File: src/cfd_pkg.sv
// Shared types, widths and codes of the constant-fraction discriminator.
`default_nettype none
package cfd_pkg;

  typedef struct packed {
    logic signed [15:0] sample;
    logic               last;
  } cfd_in_t;

  typedef struct packed {
    logic [1:0]  status;
    logic [31:0] position;
  } cfd_out_t;

  typedef struct packed {
    logic busy;
    logic done;
  } cfd_div_stat_t;

  localparam logic [1:0] ST_FOUND  = 2'd0;
  localparam logic [1:0] ST_NONE   = 2'd1;
  localparam logic [1:0] ST_NOCONV = 2'd2;

  localparam int CFG_IDX_W  = 3;
  localparam int CFG_DATA_W = 18;

  localparam logic [CFG_IDX_W-1:0] REG_DELAY  = 3'd0;
  localparam logic [CFG_IDX_W-1:0] REG_FRAC   = 3'd1;
  localparam logic [CFG_IDX_W-1:0] REG_OFFSET = 3'd2;
  localparam logic [CFG_IDX_W-1:0] REG_WALK   = 3'd3;
  localparam logic [CFG_IDX_W-1:0] REG_THRESH = 3'd4;
  localparam logic [CFG_IDX_W-1:0] REG_MAXIT  = 3'd5;

  localparam int QB     = 20;
  localparam int A_W    = 36;
  localparam int C_W    = 42;
  localparam int U_W    = 24;
  localparam int NU_W   = 26;
  localparam int G1_W   = 35;
  localparam int DG1_W  = 37;
  localparam int G2_W   = 39;
  localparam int DG2_W  = 40;
  localparam int G3_W   = 42;
  localparam int MA_W   = 40;
  localparam int MB_W   = 24;
  localparam int P_W    = 64;
  localparam int NUM_W  = 62;
  localparam int DEN_W  = 40;
  localparam int STEP_W = 7;

  typedef enum logic [4:0] {
    S_IDLE,
    S_ARD,
    S_ACALC,
    S_TEST,
    S_COEF,
    S_MAX,
    S_SHC,
    S_RND,
    S_SHL,
    S_N0,
    S_N1,
    S_N2,
    S_N3,
    S_N4,
    S_N5,
    S_N6,
    S_N7,
    S_FIN
  } cfd_state_e;

endpackage
`default_nettype wire

File: src/cfd_mul.sv
// Shared signed multiplier with a registered product.
`default_nettype none
module cfd_mul (
  input  logic                          clk_i,
  input  logic signed [cfd_pkg::MA_W-1:0] a_i,
  input  logic signed [cfd_pkg::MB_W-1:0] b_i,
  output logic signed [cfd_pkg::P_W-1:0]  p_o
);
  import cfd_pkg::*;

  logic signed [P_W-1:0] p_q;

  always_ff @(posedge clk_i) begin
    p_q <= P_W'(a_i) * P_W'(b_i);
  end

  assign p_o = p_q;

endmodule
`default_nettype wire

File: config.mk
export PLATFORM = sky130hd
export DESIGN_NAME = cfd_mul
export DESIGN_NICKNAME = d
export VERILOG_FILES = /design/src/cfd_pkg.sv /design/src/cfd_mul.sv
export SDC_FILE = /design/constraint.sdc
export NUM_CORES = 2
export LEC_CHECK = 0
export BUFFER_PORTS_ARGS = -buffer_cell sky130_fd_sc_hd__buf_2
export CAP_MARGIN = 0
export CORE_AREA = 2 2 279 281
export DETAILED_ROUTE_END_ITERATION = 8
export DIE_AREA = 0 0 281 283
export GPL_ROUTABILITY_DRIVEN = 0
export PLACE_DENSITY_LB_ADDON = 0.25
export SLEW_MARGIN = 25
export SYNTH_ARGS = -nofsm -noshare
export SYNTH_HDL_FRONTEND = slang
export SYNTH_SLANG_ARGS = --single-unit
File: constraint.sdc
create_clock -name clk_i -period 7.6 [get_ports clk_i]
set_clock_uncertainty 0.2 [all_clocks]
set_input_delay 1.52 -clock clk_i [delete_from_list [all_inputs] [get_ports clk_i]]
set_output_delay 1.52 -clock clk_i [all_outputs]
set_load 0.02 [all_outputs]
==> metrics.csv <==
stage;metric;value;unit
run_status;status;finished with violations;
run_status;violations;setup timing;
timing;timing.fmax;0.125;GHz
synthesis;async_flop_share;0;%
floorplanning;die-area;79500;um2
critical_path;crit_fanout;4;
synthesis;synthDistinctLibCells;64;
placement;portBuffers;128;
critical_path;critical_path.startpoint;b_i[14];
global_route;grt_max_degree;26;
cts;cts.sinks;64;
cts;hold_buffers;0;
finish;final_core_util;56.5;%
critical_path;critPathKind;primary input to flop;
global_route;grt.total_usage;26.9;%
finish;nNetsFinal;5451;
floorplanning;core-area;76700;um2
placement;place_area;39900;um2
global_route;grt_pass1_wl;164000;um
routing;first_iter_violations;1516;
synthesis;synth.most_common_cell;inv_1;
synthesis;synth_top_cell_area_share;56.0;%
global_route;first_global_vias;28700;
routing;vias;26200;
synthesis;syn_nets;4937;
routing;ant_nets;0;
floorplanning;start_util;44.7;%
finish;stdcell_area;43300;um2
synthesis;synth_edf_count;0;
routing;drc;0;
timing;finalHoldViolations;0;
timing;worst_slack;-371;ps
timing;max-slew-margin-rel;68.7;%
timing;setup_viol;28;
synthesis;ys_seq_area_share;3.74;%
synthesis;yosysWarnings;0;
placement;hpwl;85500;um
global_route;grt.overflow.total;0;
finish;syn_to_final_growth;26.5;%
cts;clk_pin_slew;70;ps
cts;clk_path_buf_depth;2;
critical_path;critical_path.endpoint;p_o[60];
finish;drive_gt1_share;25.0;%
synthesis;synth_area_leaders;fa_1 56%, inv_1 11%, nand2_1 6.7%;
synthesis;yosysTopAreaCell;fa_1;
routing;wl_per_cell;19.3;um
global_route;antenna_found_initial;5;
timing;rsz0062_at_grt;true;
critical_path;end_kind;flop;
floorplanning;rows;102;
timing;finalCritPeriodShare;105;%
timing;period_needed;7970;ps
synthesis;synth_ff_type;dfxtp_1;
timing;worst_slew_pin_slew;465;ps
finish;largest_reg_flops;64;
hold_path;hp-class;primary input to flop;
synthesis;yosys_register_bits;64;
routing;viasPerCell;4.93;
cts;h-tree-depth;3;
cts;cts_tree;built;
cts;numCtsBuffers;9;
cts;cts-root-buf;clkbuf_16;
routing;routed_wl;103000;um
critical_path;arrival;8010;ps
finish;nFillCells;6686;
floorplanning;die_height;283;um
floorplanning;dieWidth;281;um
synthesis;syn_avg_cell_area;9.14;um2
floorplanning;io_pins;129;
critical_path;worstPathRequired;7640;ps
critical_path;start_kind;primary input;
timing;maxSlewViolCount;0;
synthesis;syn_inst;3747;
finish;num_antenna_cells;0;
flow_run;cap_violations;0;
synthesis;syn_area;34300;um2
routing;dr.pass1.iters;5;
synthesis;synthTopCellsByCount;968 x inv_1, 959 x fa_1, 611 x nand2_1;
[cells in the final DEF (no fill, tap or decap), types with 18 or more instances in the layout]
master,count
ha_1,136
and2_4,47
buf_8,19
a21oi_2,22
nand2_2,21
buf_4,437
fa_1,896
buf_12,59
nand2_1,585
nor2_1,54
and2_1,319
ha_4,29
inv_2,65
buf_6,85
buf_2,76
inv_1,900
dfxtp_1,64
xnor2_1,37
clkbuf_16,18
a21o_1,31
a21oi_1,33
fa_2,63
[worst max-delay path, cell delays in order]
cell and delay, ps:
buf_12 130, buf_12 140, and2_4 140, fa_1 510, inv_2 40, fa_1 500
inv_1 50, fa_1 490, inv_2 40, fa_1 510, inv_2 60, fa_2 500
fa_1 560, inv_1 50, fa_1 500, inv_2 50, ha_4 260, nand4_1 120
a2111o_1 410, a21oi_4 180, nand4bb_1 190, buf_6 140, a31o_4 170, nand4_1 170
a21oi_2 270, nand2b_4 200, o311ai_4 100
[logic make-up after synthesis]
family                     count (synthesis)  share of synthesized area (%)
xor gates and xnor gates                  66                           1.69
DFF                                       64                           3.74
and+or+nand+nor                         1109                           15.4
muxes                                      2                         0.0621
adders and majority gates               1125                           62.1
AOI/OAI and AO/OA                        221                           4.31
buffers and inverters                   1160                           12.7
[per-stage QoR]
stage / std cells / hold slack [ps] / setup WS (ps) / TNS (ps)
2_1_floorplan: 3747 / 1450 / -8.48 / -8.48
3_3_place_gp: 5194 / 1740 / -970 / -30610
3_5_place_dp: 5194 / 1740 / -1010 / -30420
4_1_cts: 5265 / 1440 / -377 / -3900
5_1_grt: 5305 / 1490 / -548 / -9530
6_report: 5305 / 1450 / -371 / -4820
[area by class of cell]
class | count | area [um2] | area share (%)
Clock buffer | 13 | 280 | 0.647
Sequential cell | 64 | 1280 | 2.96
Clock inverter | 2 | 60.1 | 0.139
Inverter | 968 | 3640 | 8.40
Multi-Input combinational cell | 2523 | 30200 | 69.7
Timing Repair Buffer | 695 | 6580 | 15.2
Tap cell | 1040 | 1300 | 3.00
[routing by layer]
layer / wire (um) / global-route usage, %
met5: 48 / 0
met2: 50200 / 44.3
met4: 3210 / 7.19
met1: 41900 / 37.0
met3: 7200 / 4.11
[how the worst min path moves through the flow]
| stage | startpoint | end | cells past startpoint | slack, ps |
|---|---|---|---|---|
| after floorplan | a_i[0] | p_o[0] | 1 | 1450 |
| after global placement | p_o[7] | p_o[7] | 1 | 1740 |
| after global routing | a_i[0] | p_o[0] | 3 | 1490 |
| after CTS | a_i[0] | p_o[0] | 3 | 1440 |
| after detailed placement | p_o[22] | p_o[22] | 1 | 1740 |
| final | a_i[0] | p_o[0] | 3 | 1450 |
[timing repair]
item,CTS,global route
gates resized for setup,285,285
cloned,8,9
setup endpoints to repair,38,38
pin swaps,146,196
setup buffers,53,39
Power is not shown: default switching activity piles up to over one toggle a cycle in this logic, so the estimate is an artifact.
