### src/cfd_pkg.sv
// Shared types, widths and codes of the constant-fraction discriminator.
`default_nettype none
package cfd_pkg;

  typedef struct packed {
    logic signed [15:0] sample;
    logic               last;
  } cfd_in_t;

  typedef struct packed {
    logic [1:0]  status;
    logic [31:0] position;
  } cfd_out_t;

  typedef struct packed {
    logic busy;
    logic done;
  } cfd_div_stat_t;

  localparam logic [1:0] ST_FOUND  = 2'd0;
  localparam logic [1:0] ST_NONE   = 2'd1;
  localparam logic [1:0] ST_NOCONV = 2'd2;

  localparam int CFG_IDX_W  = 3;
  localparam int CFG_DATA_W = 18;

  localparam logic [CFG_IDX_W-1:0] REG_DELAY  = 3'd0;
  localparam logic [CFG_IDX_W-1:0] REG_FRAC   = 3'd1;
  localparam logic [CFG_IDX_W-1:0] REG_OFFSET = 3'd2;
  localparam logic [CFG_IDX_W-1:0] REG_WALK   = 3'd3;
  localparam logic [CFG_IDX_W-1:0] REG_THRESH = 3'd4;
  localparam logic [CFG_IDX_W-1:0] REG_MAXIT  = 3'd5;

  localparam int QB     = 20;
  localparam int A_W    = 36;
  localparam int C_W    = 42;
  localparam int U_W    = 24;
  localparam int NU_W   = 26;
  localparam int G1_W   = 35;
  localparam int DG1_W  = 37;
  localparam int G2_W   = 39;
  localparam int DG2_W  = 40;
  localparam int G3_W   = 42;
  localparam int MA_W   = 40;
  localparam int MB_W   = 24;
  localparam int P_W    = 64;
  localparam int NUM_W  = 62;
  localparam int DEN_W  = 40;
  localparam int STEP_W = 7;

  typedef enum logic [4:0] {
    S_IDLE,
    S_ARD,
    S_ACALC,
    S_TEST,
    S_COEF,
    S_MAX,
    S_SHC,
    S_RND,
    S_SHL,
    S_N0,
    S_N1,
    S_N2,
    S_N3,
    S_N4,
    S_N5,
    S_N6,
    S_N7,
    S_FIN
  } cfd_state_e;

endpackage
`default_nettype wire

### src/cfd_hist.sv
// Sample history ring buffer with the four most recent samples held in taps.
`default_nettype none
module cfd_hist #(
  parameter int unsigned ADDR_W = 7
) (
  input  logic                clk_i,
  input  logic                rst_ni,
  input  logic                push_i,
  input  logic signed [15:0]  sample_i,
  input  logic [ADDR_W-1:0]   back_i,
  output logic [15:0]         rdata_o,
  output logic [3:0][15:0]    tap_o
);
  import cfd_pkg::*;

  logic [15:0]       mem_q [2**ADDR_W];
  logic [ADDR_W-1:0] wptr_q, wptr_d;
  logic [ADDR_W-1:0] wr_addr, rd_addr;
  logic [15:0]       rdata_q;
  logic [3:0][15:0]  tap_q;

  assign wr_addr = wptr_q + ADDR_W'(1);
  assign rd_addr = wptr_q - back_i;
  assign wptr_d  = push_i ? wr_addr : wptr_q;

  always_ff @(posedge clk_i) begin
    if (push_i) begin
      mem_q[wr_addr] <= sample_i;
    end
    rdata_q <= mem_q[rd_addr];
  end

  always_ff @(posedge clk_i or negedge rst_ni) begin
    if (!rst_ni) begin
      wptr_q <= '0;
      tap_q  <= '0;
    end else begin
      wptr_q <= wptr_d;
      if (push_i) begin
        tap_q <= {tap_q[2:0], sample_i};
      end
    end
  end

  assign rdata_o = rdata_q;
  assign tap_o   = tap_q;

endmodule
`default_nettype wire

### config.mk
export PLATFORM = sky130hd
export DESIGN_NAME = cfd_hist
export DESIGN_NICKNAME = d
export VERILOG_FILES = /design/src/cfd_pkg.sv /design/src/cfd_hist.sv
export SDC_FILE = /design/constraint.sdc
export NUM_CORES = 2
export LEC_CHECK = 0
export BUFFER_PORTS_ARGS = -buffer_cell sky130_fd_sc_hd__buf_2
export CORE_MARGIN = 2
export CORE_UTILIZATION = 60
export CTS_CLUSTER_DIAMETER = 60
export DETAILED_ROUTE_END_ITERATION = 10
export HOLD_SLACK_MARGIN = 0.12
export MAX_ROUTING_LAYER = met4
export PLACE_DENSITY = 0.8
export SLEW_MARGIN = 20
export SYNTH_ARGS = -nofsm -noshare
export SYNTH_HDL_FRONTEND = slang
export SYNTH_SLANG_ARGS = --single-unit
### constraint.sdc
create_clock -name clk_i -period 4.75 [get_ports clk_i]
set_input_delay 0.7125 -clock clk_i [delete_from_list [all_inputs] [get_ports clk_i]]
set_output_delay 0.7125 -clock clk_i [all_outputs]
set_load 0.005 [all_outputs]
==> metrics.cfg <==
[clock_tree]
htreeDepth = 4
insertion_delay_ns = 0.83
cts_inserted_buffers = 200
post_cts_resize_count = 0
cts_tree = done
clock-sinks = 2135
root_buffer = clkbuf_16
clock_path_buffers = 3
clkTransAtPathRegs_ns = 0.06

[drt]
drt_iter0_markers = 6962
detail_route.vias_per_cell = 7.05
drtAntennaViolNets = 0
routed_wl_um = 220000
drc_errors = 0
first_pass_iters = 6
wire_per_inst_um = 36.2
vias = 42700

[setup_path]
critPathKind = flop to flop
cp_max_fo = 25
r2r_start = wptr_q[0]
r2r_slack_ns = 0.30
worst_setup_path_start_kind = flop
cp.arrival_ns = 5.10
endpoint_kind = flop
required_ns = 5.40
r2r_cells = 10
timing.rr.end = rdata_o[13]

[cells_and_area]
final-instance-count-excl-fill = 6062
multi_input_area_um2 = 17700
final_util = 0.688
nets = 4128
seq_area_um2 = 63600
fill_cells = 7572
layout-drive-gt1-share = 0.315
area_delta_synth_final_pct = 13.6

[hold_path]
worstHoldPathCells = 1
min-delay-start = sample_i[13]
hold_class = primary input to flop
hold_end = mem_q[49][13]

[timing]
relSlewSlack = 0.222
finalHoldViolCount = 0
worstMarginPinSlew_ns = 1.17
min_period_ns = 4.45
setup_slack_ns = 0.301
slew_violations = 0
fmax_ghz = 0.225
fin_tns_setup_ns = 0
skew_ns = 0.0408
fin_crit_sh = 0.937
rsz0062_at_grt = false
finalSetupViolCount = 0

[die]
core_area_um2 = 136000
die_y_um = 374
die-width_um = 374
die_area_um2 = 140000
start_util = 0.606
rows = 135
io_pins = 106

[pwr]
swShare = 0.358
clkPwrFrac = 0.253
total_power_mw = 64.6
p_leak_nw = 30.2
p_switching_mw = 23.1
internal_power_mw = 41.5
pwr-share-seq = 0.338
cellPowerDensity_nw_per_um2 = 693
ir_drop_mv = 0.806
p_comb_frac = 0.409

[synthesis]
ys_seq_area_frac = 0.774
ys_top_cells_by_area = edfxtp_1 (75%), mux4_2 (16%), dfrtp_1 (2.2%)
ys_top_cells_by_count = edfxtp_1 (2,048), mux4_2 (577), nand2_1 (219)
netlist_instances = 3692
synthSimpleGateAreaFrac = 0.0249
yosysMostFrequentCell = edfxtp_1
synth_cell_types = 51
synth_top_cell_area_share = 0.749
synth.area.mux_share = 0.175
synth_top_family_by_area = multiplexers
synth-xor-area-share = 0.00256
synth_fa_ha_area_frac = 0.00131
synth_top_area_cell = edfxtp_1
ys_ff_latch = 2135
yosys_warnings = 0
synth-compound-area-share = 0.0109
synthFlopType = edfxtp_1
synth_area_um2 = 82100
syn-num-nets = 3726
synthArstFlopShare = 0.0333
avgSynthCellArea_um2 = 22.2
synth-edff-count = 2048

[grt]
grt-ovfl-total = 0
grt_max_degree = 101
grtUsageTotal = 0.327
grt_pass1_vias = 43100
antenna_found_initial = 12
grt_pass1_wl_um = 313000

[placement]
place_inst = 5672
place_ws_ns = 0.449
gp_congestion = 0.948
hpwl_um = 122000
portBuffers = 105

[run_status]
status = finished clean

[flow_run]
drv_cap = 0

[metal layers]
layer | global-route usage | vias up | routed length, um
li1 | - | 16200 | -
met2 | 0.493 | 3704 | 105000
met1 | 0.424 | 22100 | 73300
met5 | - | - | 0
met4 | 0.145 | 0 | 11600
met3 | 0.0888 | 689 | 30000
[worst max-delay path by stage]
stage,start,to,slack (ns),depth (start not counted)
floorplan,back_i[0],rdata_o[10],1.15,10
global placement,back_i[0],rdata_o[5],0.50,11
detailed placement,back_i[0],rdata_o[5],0.45,11
CTS,wptr_q[0],rdata_o[15],0.46,11
global route,wptr_q[0],rdata_o[13],0.31,12
finish,wptr_q[0],rdata_o[13],0.30,10
[per-stage QoR]
| stage | hold slack, ns | instance area, um^2 |
|---|---|---|
| 6_report | 0.375 | 93300 |
| 5_1_grt | 0.399 | 93300 |
| 4_1_cts | 0.359 | 93300 |
| 3_5_place_dp | 0.489 | 86600 |
| 3_3_place_gp | 0.487 | 86600 |
| 2_1_floorplan | 0.417 | 82100 |
[power groups by stage]
| stage | Combinational, mW | Sequential [mW] | Clock (mW) |
|---|---|---|---|
| 5_1_grt | 27.0 | 21.9 | 17.1 |
| 4_1_cts | 25.8 | 21.8 | 16.4 |
| 6_report | 26.5 | 21.9 | 16.3 |
| 3_3_place_gp | 24.7 | 22.1 | 0 |
| 2_1_floorplan | 15.6 | 22.0 | 0 |
| 3_5_place_dp | 25.1 | 22.2 | 0 |
[cells in the final DEF, fill, tap and decap left out, types with 49 or more instances in the layout]
cell type  instances
edfxtp_1        2048
mux4_2           577
buf_4            274
nand2_1          219
clkbuf_16        209
nor2_1           162
buf_2             87
mux2_2            72
dfrtp_1           71
mux2i_1           54
nand3_1           51
clkbuf_1          49
[critical path, stage by stage, from the launching register on]
cell,delay [ns]
dfrtp_1,0.53
inv_1,0.17
ha_4,0.19
fa_4,0.82
buf_12,0.20
buf_4,0.39
buf_4,0.24
mux4_2,0.30
mux4_2,0.54
o32ai_1,0.74
a211oi_1,0.12
[flip-flops by register name, indices dropped and copies added, names as in the netlist]
| name | flops |
|---|---|
| mem_q | 2048 |
| rdata_o | 16 |
| tap_o | 64 |
| wptr_q | 7 |
[repair_timing]
item / CTS / global route
hold buffers: 1 / 0
endpoints found under the hold margin: 71 / 0
endpoints found under the setup margin: 0 / 0
setup buffers: 0 / 0
[cell families (layout without fill, tap and decap cells)]
group / Yosys count / in the layout
AND/OR/NAND/NOR: 490 / 490
other: 0 / 13
adder cells (fa/ha/maj): 8 / 8
flip-flops: 2135 / 2135
AO/OA/AOI/OAI: 131 / 131
multiplexers: 703 / 703
XOR/XNOR: 21 / 21
buffers and inverters: 204 / 780
[area by class of cell]
| cell class | instances | share of cell area |
|---|---|---|
| well taps | 1781 | 0.0239 |
| flip-flops and latches | 2135 | 0.681 |
| inverters | 11 | 0.000442 |
| repair buffers | 393 | 0.0330 |
| clock inverters | 108 | 0.0121 |
| clock buffers | 268 | 0.0595 |
| diodes | 13 | 0.000349 |
| multi-input cells | 1353 | 0.189 |
No activity file was read; power rests on OpenSTA's default activity.
