--- config.mk ---
export PLATFORM = sky130hd
export DESIGN_NAME = cfd_div
export DESIGN_NICKNAME = d
export VERILOG_FILES = /design/src/cfd_pkg.sv /design/src/cfd_div.sv
export SDC_FILE = /design/constraint.sdc
export NUM_CORES = 1
export LEC_CHECK = 0
export BUFFER_PORTS_ARGS = -buffer_cell sky130_fd_sc_hd__buf_4
export CAP_MARGIN = 20
export CORE_MARGIN = 2
export CORE_UTILIZATION = 55
export CTS_CLUSTER_SIZE = 8
export DETAILED_ROUTE_END_ITERATION = 8
export PLACE_DENSITY = 0.78
export REMOVE_ABC_BUFFERS = 1
export SYNTH_ARGS = -nofsm -noshare
export SYNTH_HDL_FRONTEND = slang
export SYNTH_SLANG_ARGS = --single-unit
--- constraint.sdc ---
create_clock -name clk_i -period 3.2 [get_ports clk_i]
set_input_delay 0.48 -clock clk_i [delete_from_list [all_inputs] [get_ports clk_i]]
set_output_delay 0.48 -clock clk_i [all_outputs]
set_load 0.005 [all_outputs]
--- src/cfd_pkg.sv ---
// Shared types, widths and codes of the constant-fraction discriminator.
`default_nettype none
package cfd_pkg;

  typedef struct packed {
    logic signed [15:0] sample;
    logic               last;
  } cfd_in_t;

  typedef struct packed {
    logic [1:0]  status;
    logic [31:0] position;
  } cfd_out_t;

  typedef struct packed {
    logic busy;
    logic done;
  } cfd_div_stat_t;

  localparam logic [1:0] ST_FOUND  = 2'd0;
  localparam logic [1:0] ST_NONE   = 2'd1;
  localparam logic [1:0] ST_NOCONV = 2'd2;

  localparam int CFG_IDX_W  = 3;
  localparam int CFG_DATA_W = 18;

  localparam logic [CFG_IDX_W-1:0] REG_DELAY  = 3'd0;
  localparam logic [CFG_IDX_W-1:0] REG_FRAC   = 3'd1;
  localparam logic [CFG_IDX_W-1:0] REG_OFFSET = 3'd2;
  localparam logic [CFG_IDX_W-1:0] REG_WALK   = 3'd3;
  localparam logic [CFG_IDX_W-1:0] REG_THRESH = 3'd4;
  localparam logic [CFG_IDX_W-1:0] REG_MAXIT  = 3'd5;

  localparam int QB     = 20;
  localparam int A_W    = 36;
  localparam int C_W    = 42;
  localparam int U_W    = 24;
  localparam int NU_W   = 26;
  localparam int G1_W   = 35;
  localparam int DG1_W  = 37;
  localparam int G2_W   = 39;
  localparam int DG2_W  = 40;
  localparam int G3_W   = 42;
  localparam int MA_W   = 40;
  localparam int MB_W   = 24;
  localparam int P_W    = 64;
  localparam int NUM_W  = 62;
  localparam int DEN_W  = 40;
  localparam int STEP_W = 7;

  typedef enum logic [4:0] {
    S_IDLE,
    S_ARD,
    S_ACALC,
    S_TEST,
    S_COEF,
    S_MAX,
    S_SHC,
    S_RND,
    S_SHL,
    S_N0,
    S_N1,
    S_N2,
    S_N3,
    S_N4,
    S_N5,
    S_N6,
    S_N7,
    S_FIN
  } cfd_state_e;

endpackage
`default_nettype wire

--- src/cfd_div.sv ---
// Restoring divider for unsigned magnitudes, one quotient bit per cycle.
`default_nettype none
module cfd_div (
  input  logic                          clk_i,
  input  logic                          rst_ni,
  input  logic                          start_i,
  input  logic [cfd_pkg::NUM_W-1:0]     num_i,
  input  logic [cfd_pkg::DEN_W-1:0]     den_i,
  output cfd_pkg::cfd_div_stat_t        stat_o,
  output logic [cfd_pkg::NUM_W-1:0]     quo_o
);
  import cfd_pkg::*;

  localparam int CNT_W = $clog2(NUM_W);

  logic             busy_q, done_q;
  logic [CNT_W-1:0] cnt_q;
  logic [NUM_W-1:0] num_q, quo_q;
  logic [DEN_W-1:0] rem_q, den_q;
  logic [DEN_W:0]   rem_s, rem_n;
  logic             ge;

  assign rem_s = {rem_q, num_q[NUM_W-1]};
  assign ge    = rem_s >= {1'b0, den_q};
  assign rem_n = ge ? rem_s - {1'b0, den_q} : rem_s;

  always_ff @(posedge clk_i) begin
    if (start_i) begin
      num_q <= num_i;
      den_q <= den_i;
      rem_q <= '0;
      quo_q <= '0;
    end else if (busy_q) begin
      num_q <= {num_q[NUM_W-2:0], 1'b0};
      rem_q <= rem_n[DEN_W-1:0];
      quo_q <= {quo_q[NUM_W-2:0], ge};
    end
  end

  always_ff @(posedge clk_i or negedge rst_ni) begin
    if (!rst_ni) begin
      busy_q <= 1'b0;
      done_q <= 1'b0;
      cnt_q  <= '0;
    end else begin
      done_q <= 1'b0;
      if (start_i) begin
        busy_q <= 1'b1;
        cnt_q  <= '0;
      end else if (busy_q) begin
        cnt_q <= cnt_q + CNT_W'(1);
        if (cnt_q == CNT_W'(NUM_W - 1)) begin
          busy_q <= 1'b0;
          done_q <= 1'b1;
        end
      end
    end
  end

  assign stat_o.busy = busy_q;
  assign stat_o.done = done_q;
  assign quo_o       = quo_q;

endmodule
`default_nettype wire

==> results summary <==
The number of antenna diodes is 0. The fraction of power consumed by sequential logic is 0.363. The critical path's most frequent cell is sky130_fd_sc_hd__or3_1. The DRC violation total after the first TritonRoute iteration came out at 413.

The critical path contains buffers and inverters numbering 2 combined. The level count of the clock H-tree is 1. The highest routed metal layer is met4. The fraction of power spent switching nets is 0.324. The clock skew after layout came out at ~0.020 ns.

For this run, asynchronously set or reset flops after synthesis account for 0.0377. The max-slew violation total from the final report is 0. The most instantiated flip-flop cell in the synthesis netlist is sky130_fd_sc_hd__edfxtp_1. The static leakage came out at approximately 5.9 nW. The detailed route wirelength on metal3 is between 1500 and 2000 um.

The total global routing track utilization is 0.240. The wire length per cell is 17.0 um. The count of port buffers added during placement is 168. The worst setup path is of the reg -> reg kind. The I/O pin total came out at approximately 170. The final setup violation count is 0. The number of global-route vias before repair is between 7k and 8k.

The total chip power is between 0.009 and 0.01 W. The total number of nets in the final design came out at 1,304. The sequential cell area fraction in the yosys report is 0.507. The data required time at the worst endpoint came out at ~3.7 ns.

After synthesis the cells add up to between 10,000 and 15,000 um2. The congestion estimate from routability-driven global placement came to between 0.9 and 1. For this design the ratio of total power to cell area is around 740 nW/um2. The detailed placer's ending HPWL came out at 16,700 um. Setup repair after global routing left no endpoint under its margin. In this run the deepest clock path goes through 3 buffers.

The count of warnings emitted by yosys came out at 0. The starting utilization of the core area is 0.559. The first-pass GRT wire length is 39,200 um. The share of the clock period used by the worst path after layout is 0.953. The total overflow reported by the global router is 0. The region available for standard cell placement spans 18,700 um2. The number of distinct library cell variants in the gate-level netlist after synthesis came out at 57. The library cells used most frequently in the layout, excluding fill and tap cells, are sky130_fd_sc_hd__buf_4 (199), sky130_fd_sc_hd__nor2_1 (123), sky130_fd_sc_hd__edfxtp_1 (102), sky130_fd_sc_hd__dfxtp_1 (102), sky130_fd_sc_hd__mux2i_1 (86). The post-detailed-route DRC marker count is 0.

The transition at the pin with the smallest max-transition slack came out at 0.885 ns. The worst voltage drop across the vdd grid is ~0.0005 V. The worst setup path is launched from a register. The largest single stage delay on the critical path is ~0.54 ns.

After clock tree synthesis, the clock-pin slew on the worst setup and hold paths is 0.05 ns. The number of enable flip-flop cells after synthesis is about 100. In the post-route analysis, the smallest setup slack over all paths is roughly 0.15 ns. The die extent in x is 142 um. The initial antenna violation count is 0.

The maximum number of pins on one net before global-route repair is 75. The number of cell rows came out at 50. The reported max-cap violation count is 0. The worst endpoint data arrival time is 3.51 ns. The number of cells on the worst reg-to-reg path is 11. In the synthesized netlist, the number of instances is about 980. The min-delay analysis places its worst path in the category in -> reg. The proportion of layout cells with a drive suffix above 1 is 0.264. The layout has roughly 1.4k filler cells.

The cell type of the slowest stage on the worst timing path is sky130_fd_sc_hd__or4_1. The die covers 20,100 um2. The share of power burned in the clock network is 0.304. The relative slew slack came out at 0.410. The height of the chip came out at approximately 140 um.

TritonCTS built the clock tree. A synthesized cell averages around 11 um2. The pre-CTS worst setup slack is ~0.10 ns. The final instance area is between 10,000 and 15,000 um2. The total detailed-routing wirelength is ~24,000 um. The tree is rooted in a sky130_fd_sc_hd__clkbuf_16. The internal portion of the total power is roughly 0.0064 W. The routed design uses approximately 11,000 um of met2 wire. The time the final worst path needs with I/O delays and setup is about 3.0 ns. Summing all placed instances gives a cell area of 12,000 um2. Counting instances, the worst hold path has a depth of 1. The average vias per placed instance came out at approximately 5.5. The power spent charging and discharging nets came out at between 0.003 and 0.004 W. Broken down by cell family, the worst path's largest delay share belongs to simple AND/OR/NAND/NOR gates. Counting the buffers created by CTS gives 30. The synthesized flop and latch total came out at 212. Compared with the post-synthesis result, the final layout area differs by 23.8%. The library cell used most frequently in the layout, excluding fill and tap cells, is sky130_fd_sc_hd__buf_4.

The critical path goes through inv_1 -> ha_2 -> nand4_1 -> or3_1 -> or4_1 -> o21ai_1 -> a221o_2 -> buf_4 -> nor3b_1 -> or3_1 -> a31oi_1. The highest fanout seen on the critical path came out at 7. STA classifies the critical path endpoint as a register. The total via count after detailed routing came out at around 7.8k.

The logic depth of the worst setup path including buffers came out at 11. The timing-limited maximum frequency came out at between 0.3 and 0.4 GHz. The post-route met1 wirelength came out at between 10,000 and 15,000 um. The later pin in the worst-skew pair is clocked with a latency of between 0.5 and 0.6 ns. Of the total power, combinational logic draws 0.332. The number of detailed-routing iterations run before antenna repair is 7. The final number of hold-violating endpoints was 0. The run finished with clean final reports. The number of nets with antenna violations after routing is 0. The final setup TNS is 0 ns.

The number of sinks handled by clock tree synthesis is between 200 and 250.
==> area by class of cell <==
type | count | area (um2) | share of cell area
multi-input cells | 653 | 4680 | 0.362
clock inverters | 2 | 35.0 | 0.00271
well taps | 234 | 293 | 0.0226
repair buffers | 205 | 1580 | 0.122
flip-flops and latches | 212 | 5310 | 0.410
clock buffers | 52 | 833 | 0.0644
inverters | 54 | 203 | 0.0157
==> timing repair <==
action,CTS,global route
endpoints found under the setup margin,0,28
hold endpoints to repair,8,0
resized for setup,0,10
hold buffers,1,0
setup buffers,0,1
==> stage by stage <==
| step | hold WS, ns | utilization | std cells |
|---|---|---|---|
| 6_report | 0.0984 | 0.692 | 1412 |
| 4_1_cts | 0.0737 | 0.689 | 1411 |
| 2_1_floorplan | 0.184 | - | 919 |
| 3_3_place_gp | 0.302 | 0.642 | 1356 |
| 3_5_place_dp | 0.306 | 0.642 | 1356 |
| 5_1_grt | 0.0694 | 0.692 | 1412 |
==> cell families (layout without fill, tap and decap cells) <==
logic type,count (synthesis),count (layout),synth area share
XOR/XNOR,40,40,0.0335
AND/OR/NAND/NOR,242,242,0.102
AO/OA/AOI/OAI,181,181,0.110
multiplexers,147,147,0.148
buffers and inverters,111,313,0.0468
flip-flops,212,212,0.507
adder cells (fa/ha/maj),43,43,0.0522
==> registers in the layout, indices dropped and copies added (netlist names) <==
register / cells
den_q: 40
done_q: 1
cnt_q: 6
busy_q: 1
rem_q: 40
num_q: 62
quo_o: 62
==> final timing paths <==
check	endpoint	slack [ns]	startpoint
worst max register to register	rem_q[36]$_SDFFE_PP0P_	0.15	den_q[28]$_DFFE_PP_
min in group asynchronous	done_q$_DFF_PN0_	0.29	rst_ni
max in group asynchronous	busy_q$_DFF_PN0_	2.76	rst_ni
worst min-delay path	den_q[19]$_DFFE_PP_	0.1	den_i[19]
worst max-delay path	rem_q[36]$_SDFFE_PP0P_	0.15	den_q[28]$_DFFE_PP_
worst min register to register	quo_o[0]$_SDFFE_PP0P_	0.49	quo_o[0]$_SDFFE_PP0P_
==> synth_stat cells, types with 9 or more instances <==
master | n | area, um2
sky130_fd_sc_hd__ha_1 | 42 | 526
sky130_fd_sc_hd__a21oi_1 | 52 | 260
sky130_fd_sc_hd__mux2_2 | 61 | 687
sky130_fd_sc_hd__dfxtp_1 | 102 | 2040
sky130_fd_sc_hd__clkbuf_1 | 31 | 116
sky130_fd_sc_hd__nand4_1 | 16 | 100
sky130_fd_sc_hd__buf_4 | 9 | 67.6
sky130_fd_sc_hd__a211oi_1 | 28 | 210
sky130_fd_sc_hd__mux2i_1 | 86 | 861
sky130_fd_sc_hd__nand2_1 | 52 | 195
sky130_fd_sc_hd__a22oi_1 | 9 | 67.6
sky130_fd_sc_hd__xnor2_1 | 28 | 245
sky130_fd_sc_hd__a21o_1 | 9 | 67.6
sky130_fd_sc_hd__nor2_1 | 123 | 462
sky130_fd_sc_hd__edfxtp_1 | 102 | 3060
sky130_fd_sc_hd__nand3_1 | 13 | 65.1
sky130_fd_sc_hd__xor2_1 | 12 | 105
sky130_fd_sc_hd__o21ai_0 | 42 | 210
sky130_fd_sc_hd__inv_1 | 54 | 203
==> power by group through the flow <==
| stage | Combinational [W] | Clock [W] | Sequential (W) |
|---|---|---|---|
| global route | 0.00351 | 0.00306 | 0.00350 |
| CTS | 0.00309 | 0.00296 | 0.00345 |
| floorplan | 0.00220 | 0 | 0.00343 |
| finish | 0.00316 | 0.00290 | 0.00346 |
| global placement | 0.00304 | 0 | 0.00349 |
| detailed placement | 0.00307 | 0 | 0.00350 |
==> routing by layer <==
layer / global-route usage / vias up
met5: 0 / -
li1: - / 3873
met1: 0.302 / 3685
met3: 0.0732 / 36
met2: 0.408 / 223
met4: 0.0547 / 0
Note: power is estimated with default switching activity, not from simulation.
